--- src/sv/rlrd_pkg.sv ---
package rlrd_pkg;

    localparam int unsigned MILLI = 1000;
    localparam int unsigned EXP_LIMIT = 20;
    localparam int unsigned PROD_W = 26;

    // input commands
    localparam logic [1:0] CMD_TICK = 2'd0;
    localparam logic [1:0] CMD_ENQ  = 2'd1;
    localparam logic [1:0] CMD_CPL  = 2'd2;
    localparam logic [1:0] CMD_NOP  = 2'd3;

    // completion outcomes
    localparam logic [1:0] OUTC_OK   = 2'd0;
    localparam logic [1:0] OUTC_TEMP = 2'd1;

    // result events
    localparam logic [2:0] EV_ISSUED  = 3'd0;
    localparam logic [2:0] EV_DONE    = 3'd1;
    localparam logic [2:0] EV_RETRY   = 3'd2;
    localparam logic [2:0] EV_DROP    = 3'd3;
    localparam logic [2:0] EV_REFUSED = 3'd4;
    localparam logic [2:0] EV_LOST    = 3'd5;

    // config register indexes
    localparam logic [2:0] CFG_ORDER_RATE  = 3'd0;
    localparam logic [2:0] CFG_ORDER_BURST = 3'd1;
    localparam logic [2:0] CFG_MSG_RATE    = 3'd2;
    localparam logic [2:0] CFG_MAX_INFL    = 3'd3;
    localparam logic [2:0] CFG_BO_BASE     = 3'd4;
    localparam logic [2:0] CFG_BO_CAP      = 3'd5;

    // config reset values
    localparam logic [15:0] RST_ORDER_RATE  = 16'd10;
    localparam logic [15:0] RST_ORDER_BURST = 16'd5;
    localparam logic [15:0] RST_MSG_RATE    = 16'd50;
    localparam logic [7:0]  RST_MAX_INFL    = 8'd4;
    localparam logic [15:0] RST_BO_BASE     = 16'd100;
    localparam logic [15:0] RST_BO_CAP      = 16'd5000;
    localparam logic [PROD_W-1:0] RST_ORDER_TOK = PROD_W'(5 * 1000);
    localparam logic [PROD_W-1:0] RST_MSG_TOK   = PROD_W'(50 * 1000);

    typedef enum logic [3:0] {
        ST_IDLE,
        ST_MUL,
        ST_DIV,
        ST_REFILL,
        ST_SCAN,
        ST_PICK,
        ST_ENQ,
        ST_CPL,
        ST_EMIT
    } state_t;

    typedef struct packed {
        logic capture;
        logic mul_load;
        logic div_step;
        logic refill;
        logic scan;
        logic issue;
        logic enq_push;
        logic enq_refuse;
        logic cpl;
        logic emit;
    } ctrl_cmd_t;

    typedef struct packed {
        logic [1:0] cmd_code;
        logic       q_full;
        logic       issue_ok;
        logic       out_free;
    } ctrl_sts_t;

endpackage

--- src/sv/rlrd_ctrl.sv ---
module rlrd_ctrl (
    input  logic                  clk,
    input  logic                  rst_n,
    input  logic                  in_valid,
    output logic                  in_stall,
    input  rlrd_pkg::ctrl_sts_t   sts,
    output rlrd_pkg::ctrl_cmd_t   cmd
);

    rlrd_pkg::state_t state_reg;
    rlrd_pkg::state_t state_next;

    always_ff @(posedge clk or negedge rst_n)
    begin
        if (!rst_n)
        begin
            state_reg <= rlrd_pkg::ST_IDLE;
        end
        else
        begin
            state_reg <= state_next;
        end
    end

    always_comb
    begin
        state_next = state_reg;
        case (state_reg)
            rlrd_pkg::ST_IDLE:
            begin
                if (in_valid)
                begin
                    case (sts.cmd_code)
                        rlrd_pkg::CMD_TICK: state_next = rlrd_pkg::ST_MUL;
                        rlrd_pkg::CMD_ENQ:  state_next = rlrd_pkg::ST_ENQ;
                        rlrd_pkg::CMD_CPL:  state_next = rlrd_pkg::ST_CPL;
                        default:            state_next = rlrd_pkg::ST_IDLE;
                    endcase
                end
            end
            rlrd_pkg::ST_MUL:    state_next = rlrd_pkg::ST_DIV;
            rlrd_pkg::ST_DIV:    state_next = rlrd_pkg::ST_REFILL;
            rlrd_pkg::ST_REFILL: state_next = rlrd_pkg::ST_SCAN;
            rlrd_pkg::ST_SCAN:   state_next = rlrd_pkg::ST_PICK;
            rlrd_pkg::ST_PICK:
                state_next = sts.issue_ok ? rlrd_pkg::ST_EMIT : rlrd_pkg::ST_IDLE;
            rlrd_pkg::ST_ENQ:
                state_next = sts.q_full ? rlrd_pkg::ST_EMIT : rlrd_pkg::ST_IDLE;
            rlrd_pkg::ST_CPL:    state_next = rlrd_pkg::ST_EMIT;
            rlrd_pkg::ST_EMIT:
            begin
                if (sts.out_free)
                begin
                    state_next = rlrd_pkg::ST_IDLE;
                end
            end
            default:             state_next = rlrd_pkg::ST_IDLE;
        endcase
    end

    always_comb
    begin
        cmd      = '0;
        in_stall = 1'b1;
        case (state_reg)
            rlrd_pkg::ST_IDLE:
            begin
                in_stall    = 1'b0;
                cmd.capture = in_valid;
            end
            rlrd_pkg::ST_MUL:    cmd.mul_load = 1'b1;
            rlrd_pkg::ST_DIV:    cmd.div_step = 1'b1;
            rlrd_pkg::ST_REFILL: cmd.refill = 1'b1;
            rlrd_pkg::ST_SCAN:   cmd.scan = 1'b1;
            rlrd_pkg::ST_PICK:   cmd.issue = sts.issue_ok;
            rlrd_pkg::ST_ENQ:
            begin
                cmd.enq_push   = !sts.q_full;
                cmd.enq_refuse = sts.q_full;
            end
            rlrd_pkg::ST_CPL:    cmd.cpl = 1'b1;
            rlrd_pkg::ST_EMIT:   cmd.emit = sts.out_free;
            default:             cmd = '0;
        endcase
    end

endmodule

--- src/sv/rlrd_dp.sv ---
module rlrd_dp #(
    parameter int QUEUE_DEPTH      = 16,
    parameter int TICKS_PER_SECOND = 1000,
    localparam int IDX_W = $clog2(QUEUE_DEPTH),
    localparam int CNT_W = $clog2(QUEUE_DEPTH + 1)
) (
    input  logic                 clk,
    input  logic                 rst_n,
    input  logic [1:0]           command,
    input  logic [15:0]          order_tag,
    input  logic [7:0]           attempts,
    input  logic [1:0]           outcome,
    input  logic                 cfg_valid,
    input  logic [2:0]           cfg_index,
    input  logic [15:0]          cfg_data,
    output logic                 out_valid,
    input  logic                 out_stall,
    output logic [2:0]           event_res,
    output logic [15:0]          result_tag,
    output logic [7:0]           result_attempts,
    output logic [15:0]          retry_delay,
    output logic [CNT_W-1:0]     queued,
    output logic [7:0]           in_flight,
    input  rlrd_pkg::ctrl_cmd_t  cmd,
    output rlrd_pkg::ctrl_sts_t  sts
);

    localparam int PW = rlrd_pkg::PROD_W;
    // floor(x / TPS) == (x * RCP_M) >> RCP_SH for every x below 2^PW
    localparam int RCP_SH = PW + $clog2(TICKS_PER_SECOND);
    localparam longint unsigned RCP_M =
        ((64'd1 << RCP_SH) + 64'(TICKS_PER_SECOND) - 64'd1) / 64'(TICKS_PER_SECOND);
    localparam int PRD_W = PW + RCP_SH;
    localparam logic [PRD_W-1:0] RCP_V = PRD_W'(RCP_M);
    localparam logic [15:0] MILLI16 = 16'(rlrd_pkg::MILLI);

    // config
    logic [15:0] order_rate_reg, order_burst_reg, msg_rate_reg;
    logic [15:0] bo_base_reg, bo_cap_reg;
    logic [7:0]  max_infl_reg;

    // latched input word
    logic [15:0] tag_in_reg;
    logic [7:0]  att_in_reg;
    logic [1:0]  outc_reg;

    // buckets and clock
    logic [PW-1:0] order_tok_reg, msg_tok_reg;
    logic [PW-1:0] order_cap_reg, msg_cap_reg;
    logic [31:0]   now_reg;
    logic [7:0]    issued_reg;

    // refill amounts (order, message)
    logic [PW-1:0]    dvd_o_reg, dvd_m_reg, quo_o_reg, quo_m_reg;
    logic [PRD_W-1:0] prod_o, prod_m;

    // queue
    logic [15:0] q_tag_reg  [QUEUE_DEPTH];
    logic [7:0]  q_att_reg  [QUEUE_DEPTH];
    logic [31:0] q_elig_reg [QUEUE_DEPTH];
    logic [QUEUE_DEPTH-1:0] flag_reg;
    logic [CNT_W-1:0] count_reg;

    // staged result
    logic [2:0]  res_ev_reg;
    logic [15:0] res_tag_reg, res_delay_reg;
    logic [7:0]  res_att_reg;

    // output register
    logic        out_valid_reg;
    logic [2:0]  out_ev_reg;
    logic [15:0] out_tag_reg, out_delay_reg;
    logic [7:0]  out_att_reg, out_infl_reg;
    logic [CNT_W-1:0] out_q_reg;

    logic            found;
    logic [IDX_W-1:0] sel;
    logic            q_full;
    logic            issue_ok;
    logic [PW:0]     order_sum, msg_sum;
    logic [PW-1:0]   order_tok_next, msg_tok_next;
    logic [7:0]      na;
    logic [4:0]      sh;
    logic [35:0]     bo_raw;
    logic [15:0]     delay;
    logic            retry;

    assign q_full = (count_reg == CNT_W'(QUEUE_DEPTH));

    // first eligible entry in queue order
    always_comb
    begin
        found = 1'b0;
        sel   = '0;
        for (int i = QUEUE_DEPTH - 1; i >= 0; i--)
        begin
            if (flag_reg[i])
            begin
                found = 1'b1;
                sel   = IDX_W'(i);
            end
        end
    end

    assign issue_ok = found && (issued_reg < max_infl_reg)
                   && (order_tok_reg >= PW'(rlrd_pkg::MILLI))
                   && (msg_tok_reg >= PW'(rlrd_pkg::MILLI));

    assign prod_o = PRD_W'(dvd_o_reg) * RCP_V;
    assign prod_m = PRD_W'(dvd_m_reg) * RCP_V;

    assign order_sum      = {1'b0, order_tok_reg} + {1'b0, quo_o_reg};
    assign msg_sum        = {1'b0, msg_tok_reg} + {1'b0, quo_m_reg};
    assign order_tok_next = (order_sum > {1'b0, order_cap_reg}) ? order_cap_reg
                                                                : order_sum[PW-1:0];
    assign msg_tok_next   = (msg_sum > {1'b0, msg_cap_reg}) ? msg_cap_reg
                                                            : msg_sum[PW-1:0];

    // backoff: min(cap, base << min(20, attempts+1))
    assign na     = (att_in_reg == 8'hFF) ? 8'hFF : att_in_reg + 8'd1;
    assign sh     = (na < 8'(rlrd_pkg::EXP_LIMIT)) ? na[4:0] : 5'(rlrd_pkg::EXP_LIMIT);
    assign bo_raw = {20'd0, bo_base_reg} << sh;
    assign delay  = (bo_raw < {20'd0, bo_cap_reg}) ? bo_raw[15:0] : bo_cap_reg;
    assign retry  = (outc_reg == rlrd_pkg::OUTC_TEMP);

    always_ff @(posedge clk or negedge rst_n)
    begin
        if (!rst_n)
        begin
            order_rate_reg  <= rlrd_pkg::RST_ORDER_RATE;
            order_burst_reg <= rlrd_pkg::RST_ORDER_BURST;
            msg_rate_reg    <= rlrd_pkg::RST_MSG_RATE;
            max_infl_reg    <= rlrd_pkg::RST_MAX_INFL;
            bo_base_reg     <= rlrd_pkg::RST_BO_BASE;
            bo_cap_reg      <= rlrd_pkg::RST_BO_CAP;
        end
        else if (cfg_valid)
        begin
            case (cfg_index)
                rlrd_pkg::CFG_ORDER_RATE:  order_rate_reg  <= cfg_data;
                rlrd_pkg::CFG_ORDER_BURST: order_burst_reg <= cfg_data;
                rlrd_pkg::CFG_MSG_RATE:    msg_rate_reg    <= cfg_data;
                rlrd_pkg::CFG_MAX_INFL:    max_infl_reg    <= cfg_data[7:0];
                rlrd_pkg::CFG_BO_BASE:     bo_base_reg     <= cfg_data;
                rlrd_pkg::CFG_BO_CAP:      bo_cap_reg      <= cfg_data;
                default:                   ;
            endcase
        end
    end

    // control state
    always_ff @(posedge clk or negedge rst_n)
    begin
        if (!rst_n)
        begin
            order_tok_reg <= rlrd_pkg::RST_ORDER_TOK;
            msg_tok_reg   <= rlrd_pkg::RST_MSG_TOK;
            now_reg       <= '0;
            issued_reg    <= '0;
            count_reg     <= '0;
            out_valid_reg <= 1'b0;
        end
        else
        begin
            if (cmd.refill)
            begin
                now_reg       <= now_reg + 32'd1;
                order_tok_reg <= order_tok_next;
                msg_tok_reg   <= msg_tok_next;
            end
            if (cmd.issue)
            begin
                order_tok_reg <= order_tok_reg - PW'(rlrd_pkg::MILLI);
                msg_tok_reg   <= msg_tok_reg - PW'(rlrd_pkg::MILLI);
                issued_reg    <= issued_reg + 8'd1;
                count_reg     <= count_reg - CNT_W'(1);
            end
            if (cmd.enq_push)
            begin
                count_reg <= count_reg + CNT_W'(1);
            end
            if (cmd.cpl)
            begin
                if (issued_reg != 8'd0)
                begin
                    issued_reg <= issued_reg - 8'd1;
                end
                if (retry && !q_full)
                begin
                    count_reg <= count_reg + CNT_W'(1);
                end
            end
            if (cmd.emit)
            begin
                out_valid_reg <= 1'b1;
            end
            else if (!out_stall)
            begin
                out_valid_reg <= 1'b0;
            end
        end
    end

    // payload registers
    always_ff @(posedge clk)
    begin
        if (cmd.capture)
        begin
            tag_in_reg <= order_tag;
            att_in_reg <= attempts;
            outc_reg   <= outcome;
        end
        if (cmd.mul_load)
        begin
            dvd_o_reg     <= PW'(order_rate_reg) * PW'(MILLI16);
            dvd_m_reg     <= PW'(msg_rate_reg) * PW'(MILLI16);
            order_cap_reg <= PW'(order_burst_reg) * PW'(MILLI16);
            msg_cap_reg   <= PW'(msg_rate_reg) * PW'(MILLI16);
        end
        if (cmd.div_step)
        begin
            // reciprocal scale by 1/TICKS_PER_SECOND
            quo_o_reg <= prod_o[PRD_W-1 -: PW];
            quo_m_reg <= prod_m[PRD_W-1 -: PW];
        end
        if (cmd.scan)
        begin
            for (int i = 0; i < QUEUE_DEPTH; i++)
            begin
                flag_reg[i] <= (CNT_W'(i) < count_reg)
                            && ((now_reg - q_elig_reg[i]) < 32'h8000_0000);
            end
        end
        if (cmd.issue)
        begin
            res_ev_reg    <= rlrd_pkg::EV_ISSUED;
            res_tag_reg   <= q_tag_reg[sel];
            res_att_reg   <= q_att_reg[sel];
            res_delay_reg <= '0;
            for (int i = 0; i < QUEUE_DEPTH - 1; i++)
            begin
                if (IDX_W'(i) >= sel)
                begin
                    q_tag_reg[i]  <= q_tag_reg[i+1];
                    q_att_reg[i]  <= q_att_reg[i+1];
                    q_elig_reg[i] <= q_elig_reg[i+1];
                end
            end
        end
        if (cmd.enq_push)
        begin
            q_tag_reg[count_reg[IDX_W-1:0]]  <= tag_in_reg;
            q_att_reg[count_reg[IDX_W-1:0]]  <= 8'd0;
            q_elig_reg[count_reg[IDX_W-1:0]] <= now_reg;
        end
        if (cmd.enq_refuse)
        begin
            res_ev_reg    <= rlrd_pkg::EV_REFUSED;
            res_tag_reg   <= tag_in_reg;
            res_att_reg   <= 8'd0;
            res_delay_reg <= '0;
        end
        if (cmd.cpl)
        begin
            res_tag_reg <= tag_in_reg;
            if (outc_reg == rlrd_pkg::OUTC_OK)
            begin
                res_ev_reg    <= rlrd_pkg::EV_DONE;
                res_att_reg   <= att_in_reg;
                res_delay_reg <= '0;
            end
            else if (retry)
            begin
                res_att_reg <= na;
                if (q_full)
                begin
                    res_ev_reg    <= rlrd_pkg::EV_LOST;
                    res_delay_reg <= '0;
                end
                else
                begin
                    res_ev_reg    <= rlrd_pkg::EV_RETRY;
                    res_delay_reg <= delay;
                    q_tag_reg[count_reg[IDX_W-1:0]]  <= tag_in_reg;
                    q_att_reg[count_reg[IDX_W-1:0]]  <= na;
                    q_elig_reg[count_reg[IDX_W-1:0]] <= now_reg + {16'd0, delay};
                end
            end
            else
            begin
                res_ev_reg    <= rlrd_pkg::EV_DROP;
                res_att_reg   <= att_in_reg;
                res_delay_reg <= '0;
            end
        end
        if (cmd.emit)
        begin
            out_ev_reg    <= res_ev_reg;
            out_tag_reg   <= res_tag_reg;
            out_att_reg   <= res_att_reg;
            out_delay_reg <= res_delay_reg;
            out_q_reg     <= count_reg;
            out_infl_reg  <= issued_reg;
        end
    end

    assign sts.cmd_code = command;
    assign sts.q_full   = q_full;
    assign sts.issue_ok = issue_ok;
    assign sts.out_free = !out_valid_reg || !out_stall;

    assign out_valid       = out_valid_reg;
    assign event_res       = out_ev_reg;
    assign result_tag      = out_tag_reg;
    assign result_attempts = out_att_reg;
    assign retry_delay     = out_delay_reg;
    assign queued          = out_q_reg;
    assign in_flight       = out_infl_reg;

endmodule

--- src/sv/rate_limited_retry_dispatcher_top.sv ---
// Rate-limited retry dispatcher. Takes one word at a time on the input channel
// (tick, enqueue or completion) and gives at most one result word per input.
// A tick keeps the input stalled while it forms the milli-token refill
// products, scales them by 1/TICKS_PER_SECOND with a reciprocal multiply,
// refills the buckets, tests all queue entries for eligibility, and
// picks and issues; when a request issues, the emit state hands the
// result to the output register. None of these steps depends on QUEUE_DEPTH.
// An enqueue passes through the enqueue state, and through the emit state
// as well when it is refused; a completion passes through the completion
// state and the emit state, which registers its result for the output.
// The output register frees the datapath: a new input word is taken while a
// finished result waits, and a result is held only when the previous one is
// still stalled, which then stalls the input. Configuration writes are always
// ready and should be issued only while the block is idle.
module rate_limited_retry_dispatcher_top #(
    parameter int QUEUE_DEPTH      = 16,
    parameter int TICKS_PER_SECOND = 1000,
    localparam int CNT_W = $clog2(QUEUE_DEPTH + 1)
) (
    input  logic              clk,
    input  logic              rst_n,
    // input channel
    input  logic              in_valid,
    output logic              in_stall,
    input  logic [1:0]        command,
    input  logic [15:0]       order_tag,
    input  logic [7:0]        attempts,
    input  logic [1:0]        outcome,
    // result channel
    output logic              out_valid,
    input  logic              out_stall,
    output logic [2:0]        event_res,
    output logic [15:0]       result_tag,
    output logic [7:0]        result_attempts,
    output logic [15:0]       retry_delay,
    output logic [CNT_W-1:0]  queued,
    output logic [7:0]        in_flight,
    // config write channel
    input  logic              cfg_valid,
    output logic              cfg_ready,
    input  logic [2:0]        cfg_index,
    input  logic [15:0]       cfg_data
);

    rlrd_pkg::ctrl_cmd_t cmd;
    rlrd_pkg::ctrl_sts_t sts;

    assign cfg_ready = 1'b1;

    rlrd_ctrl u_ctrl (
        .clk      (clk),
        .rst_n    (rst_n),
        .in_valid (in_valid),
        .in_stall (in_stall),
        .sts      (sts),
        .cmd      (cmd)
    );

    rlrd_dp #(
        .QUEUE_DEPTH      (QUEUE_DEPTH),
        .TICKS_PER_SECOND (TICKS_PER_SECOND)
    ) u_dp (
        .clk             (clk),
        .rst_n           (rst_n),
        .command         (command),
        .order_tag       (order_tag),
        .attempts        (attempts),
        .outcome         (outcome),
        .cfg_valid       (cfg_valid && cfg_ready),
        .cfg_index       (cfg_index),
        .cfg_data        (cfg_data),
        .out_valid       (out_valid),
        .out_stall       (out_stall),
        .event_res       (event_res),
        .result_tag      (result_tag),
        .result_attempts (result_attempts),
        .retry_delay     (retry_delay),
        .queued          (queued),
        .in_flight       (in_flight),
        .cmd             (cmd),
        .sts             (sts)
    );

endmodule

--- config.mk ---
export PLATFORM = sky130hd
export DESIGN_NAME = rate_limited_retry_dispatcher_top
export DESIGN_NICKNAME = d
export VERILOG_FILES = /design/src/sv/rlrd_pkg.sv /design/src/sv/rlrd_ctrl.sv /design/src/sv/rlrd_dp.sv /design/src/sv/rate_limited_retry_dispatcher_top.sv
export SDC_FILE = /design/constraint.sdc
export NUM_CORES = 2
export LEC_CHECK = 0
export CORE_MARGIN = 2
export CORE_UTILIZATION = 55
export CTS_CLUSTER_DIAMETER = 30
export DETAILED_ROUTE_END_ITERATION = 12
export DONT_BUFFER_PORTS = 1
export GPL_TIMING_DRIVEN = 0
export PLACE_DENSITY_LB_ADDON = 0.15
export SYNTH_ARGS = -nofsm -noshare
export SYNTH_HDL_FRONTEND = slang
export SYNTH_HIERARCHICAL = 1
export SYNTH_SLANG_ARGS = --single-unit
--- constraint.sdc ---
create_clock -name clk -period 25.9 [get_ports clk]
set_clock_uncertainty 0.15 [all_clocks]
set_input_delay 5.18 -clock clk [delete_from_list [all_inputs] [get_ports clk]]
set_output_delay 5.18 -clock clk [all_outputs]
set_load 0.02 [all_outputs]
==> run metrics <==
CP top delay family simple AND/OR/NAND/NOR gates; Vias/cell 6.092; CTS Sinks 1330; Distinct cells, synth 89; first-pass GRT wire length 473.1 mm; worst reg2reg path endpoint u_dp/q_elig_reg[4][27]; 1st-iter DRT viols 8290; # nets final 11.70k; CTS tree yes; post-CTS setup buffer count 0; failing checks max-capacitance violations, max-slew violations; Fin Setup TNS 0 ns; via count 76.16k; FF-to-FF path depth 34; Post-synth EDFFs 1140; r2r setup slk 14.94 ns; GPL Wtd Cong 0.9574; # IOs 111; max FFs per register 512; total routed wirelength 316.6 mm; synthesis-stage register bit count 1330; WHS Endpoint u_dp/retry_delay[3]; post-route ant nets 0; CP Launch Type flop; crit path time final 10.96 ns; Slew Limit Fails 12; ranking of synthesized cells by area edfxtp_1, ha_1, fa_1, inv_1, nand2_1; Worst Hold Path Cells 0; grt total ovfl 0; top cell type's share of synthesized area 34.44%; Worst Path Max Fanout 10; vias in the first global route 76.45k; final setup violation count 0; Slew HR -4.862%; initial antenna violation count 12; H-tree levels 5; latest clock arrival within the worst-skew pair 0.93 ns; # rows 156; pin count of the biggest net entering global routing 191; Crit path buffers/inverters 7; Fin. Hold Viols 0; Die ar. 184100 um^2; Setup CP Type flop to flop; Synth Flop Type edfxtp_1; clock slew at reported path FFs 0.04 ns; max_cap viols 1; reg2reg start u_dp/att_in_reg[1]; CTS buffer count 343; post-DR wirelength/cell 25.32 um; CTS max path bufs 4; Die H 429.1 um; Synth async-reset ratio 14.29%; Worst-Margin Slew 1.573 ns; Hold Buf Count CTS 0; layout cells sized above 1 10.44%; DRT Pass-1 Iters 8; crit path DAT 11.40 ns; Buffers on Ports 0; mapped cell area 99400 um^2; total track usage 34.18%; post-synth top area cell edfxtp_1; RSZ-0062 raised after global routing no; Critical-path top delay cell nor4_1; Synth Area per Inst 10.50 um^2; post_cts resized 0; status finished, violations left; area delta synth->final 15.42%; Syn. warnings 6; Worst Hold Launch u_dp/res_delay_reg[3]; crit-path max cell delay 0.81 ns; DRC 0; clock root cell clkbuf_16; achievable frequency 91.20 MHz; fin crit share 42.34%; Hold/Removal Path Class flop to flop; HPWL after DPL 233.8 mm; Cells after Synth 9467; Seq/Total Area, Yosys 39.26%; CP required 26.34 ns; core area 180200 um^2; Die W 429.1 um; Crit. End Element flop; Initial Utilization 55.17%; Mapped Nets 11.31k
## worst register-to-register path, delay by kind of cell (launching register included)
kind                     cells  cell delay, ns
AO/OA/AOI/OAI               11            2.92
XOR/XNOR                     1            0.78
adder cells (fa/ha/maj)      3            0.73
buffers and inverters        7            1.98
flip-flops                   1            0.50
multiplexers                 1            0.58
AND/OR/NAND/NOR             11            3.06
## cells in the final DEF, fill, tap and decap left out, types with 20 or more instances in the layout
cell        count
a211oi_1       41
xor2_1         83
nor4_1         38
inv_1        1237
nand4_1        95
clkbuf_16     349
nor2_1        338
mux2_2        339
o22ai_1        32
and2_1         26
clkinvlp_4     34
fa_1          529
nand2_1      1140
o21a_1         48
clkinv_2       56
buf_1          39
clkinv_1       31
or2_2          21
or3_1          22
inv_6          20
clkbuf_1      348
nand2b_1       81
dfrtp_1       163
a31oi_1        78
mux2i_1        72
nor3_1        111
a21o_1        196
and3_1         35
nor2b_1        86
o211ai_1       20
ha_1         1257
edfxtp_1     1140
dfstp_2        27
nand3_1       148
xnor2_1       169
o21ai_0       822
bufinv_16      38
a21oi_1       385
## synthesized netlist by cell type (40+ instances only)
cell type  instances
nand3_1          149
edfxtp_1        1140
nor3_1           114
a21o_1           196
nand2_1         1148
nor2b_1           86
nor2_1           341
fa_1             529
nand2b_1          81
o21a_1            48
ha_1            1257
inv_1           1237
a31oi_1           78
dfrtp_1          163
mux2i_1           72
xor2_1            83
clkbuf_1         298
a21oi_1          385
a211oi_1          41
buf_1             40
o21ai_0          827
xnor2_1          169
nand4_1           95
mux2_2           339
## area by class of cell
type	instances	area [um^2]
Clock buffer	409	9049
Tap cell	2370	2965
Multi-Input combinational cell	6536	54470
Antenna cell	4	10.01
Sequential cell	1330	39020
Clock inverter	205	2252
Inverter	1237	4643
Timing Repair Buffer	47	858.3
Buffer	364	1460
Fill cell	14320	65430
## how the worst max path moves through the flow
stage	start	endpoint	slack, ns	depth (start not counted)
floorplan	u_ctrl/state_reg[1]	u_dp/dvd_m_reg[10]	17.42	2
global placement	u_dp/order_tok_reg[3]	u_dp/q_tag_reg[2][8]	10.75	11
detailed placement	u_dp/att_in_reg[1]	u_dp/q_elig_reg[4][27]	15.14	36
CTS	u_dp/att_in_reg[1]	u_dp/q_elig_reg[4][27]	15.12	36
global route	u_dp/att_in_reg[1]	u_dp/q_elig_reg[9][29]	14.44	36
finish	u_dp/att_in_reg[1]	u_dp/q_elig_reg[4][27]	14.94	34
## per-layer routing
| layer | global-route usage (%) | share of wire [%] | vias up |
|---|---|---|---|
| met4 | 19.33 | 6.3 | 8 |
| met2 | 54.03 | 45 | 3711 |
| li1 | - | - | 33990 |
| met3 | 7.415 | 9.1 | 970 |
| met5 | 0 | 0.016 | - |
| met1 | 43.63 | 39 | 37480 |
## cell families (layout without fill, tap and decap cells)
group                    Yosys count  after routing  synth area share [%]
multiplexers                     424            424                 4.762
other                              1              5              0.003773
adder cells (fa/ha/maj)         1786           1786                 26.48
XOR/XNOR                         252            252                 2.220
flip-flops                      1330           1330                 39.26
AND/OR/NAND/NOR                 2220           2220                 10.01
AO/OA/AOI/OAI                   1853           1853                 11.13
buffers and inverters           1601           2262                 6.138
## stage by stage
stage	worst slack (ns)	utilization, %	instance area, um^2	std cells	hold slack (ns)
after floorplan	17.42	-	99400	9467	0.2503
after global placement	10.75	56.82	102400	11840	0.2522
after detailed placement	15.14	57.40	103400	11880	0.2563
after CTS	15.12	63.68	114700	12500	0.2642
after global routing	14.44	63.68	114700	12500	0.2718
final	14.94	63.68	114700	12500	0.2642
Power is left out: the tool's default activity adds up to more than one toggle a clock period on the data nets, which glitch-free logic cannot reach.
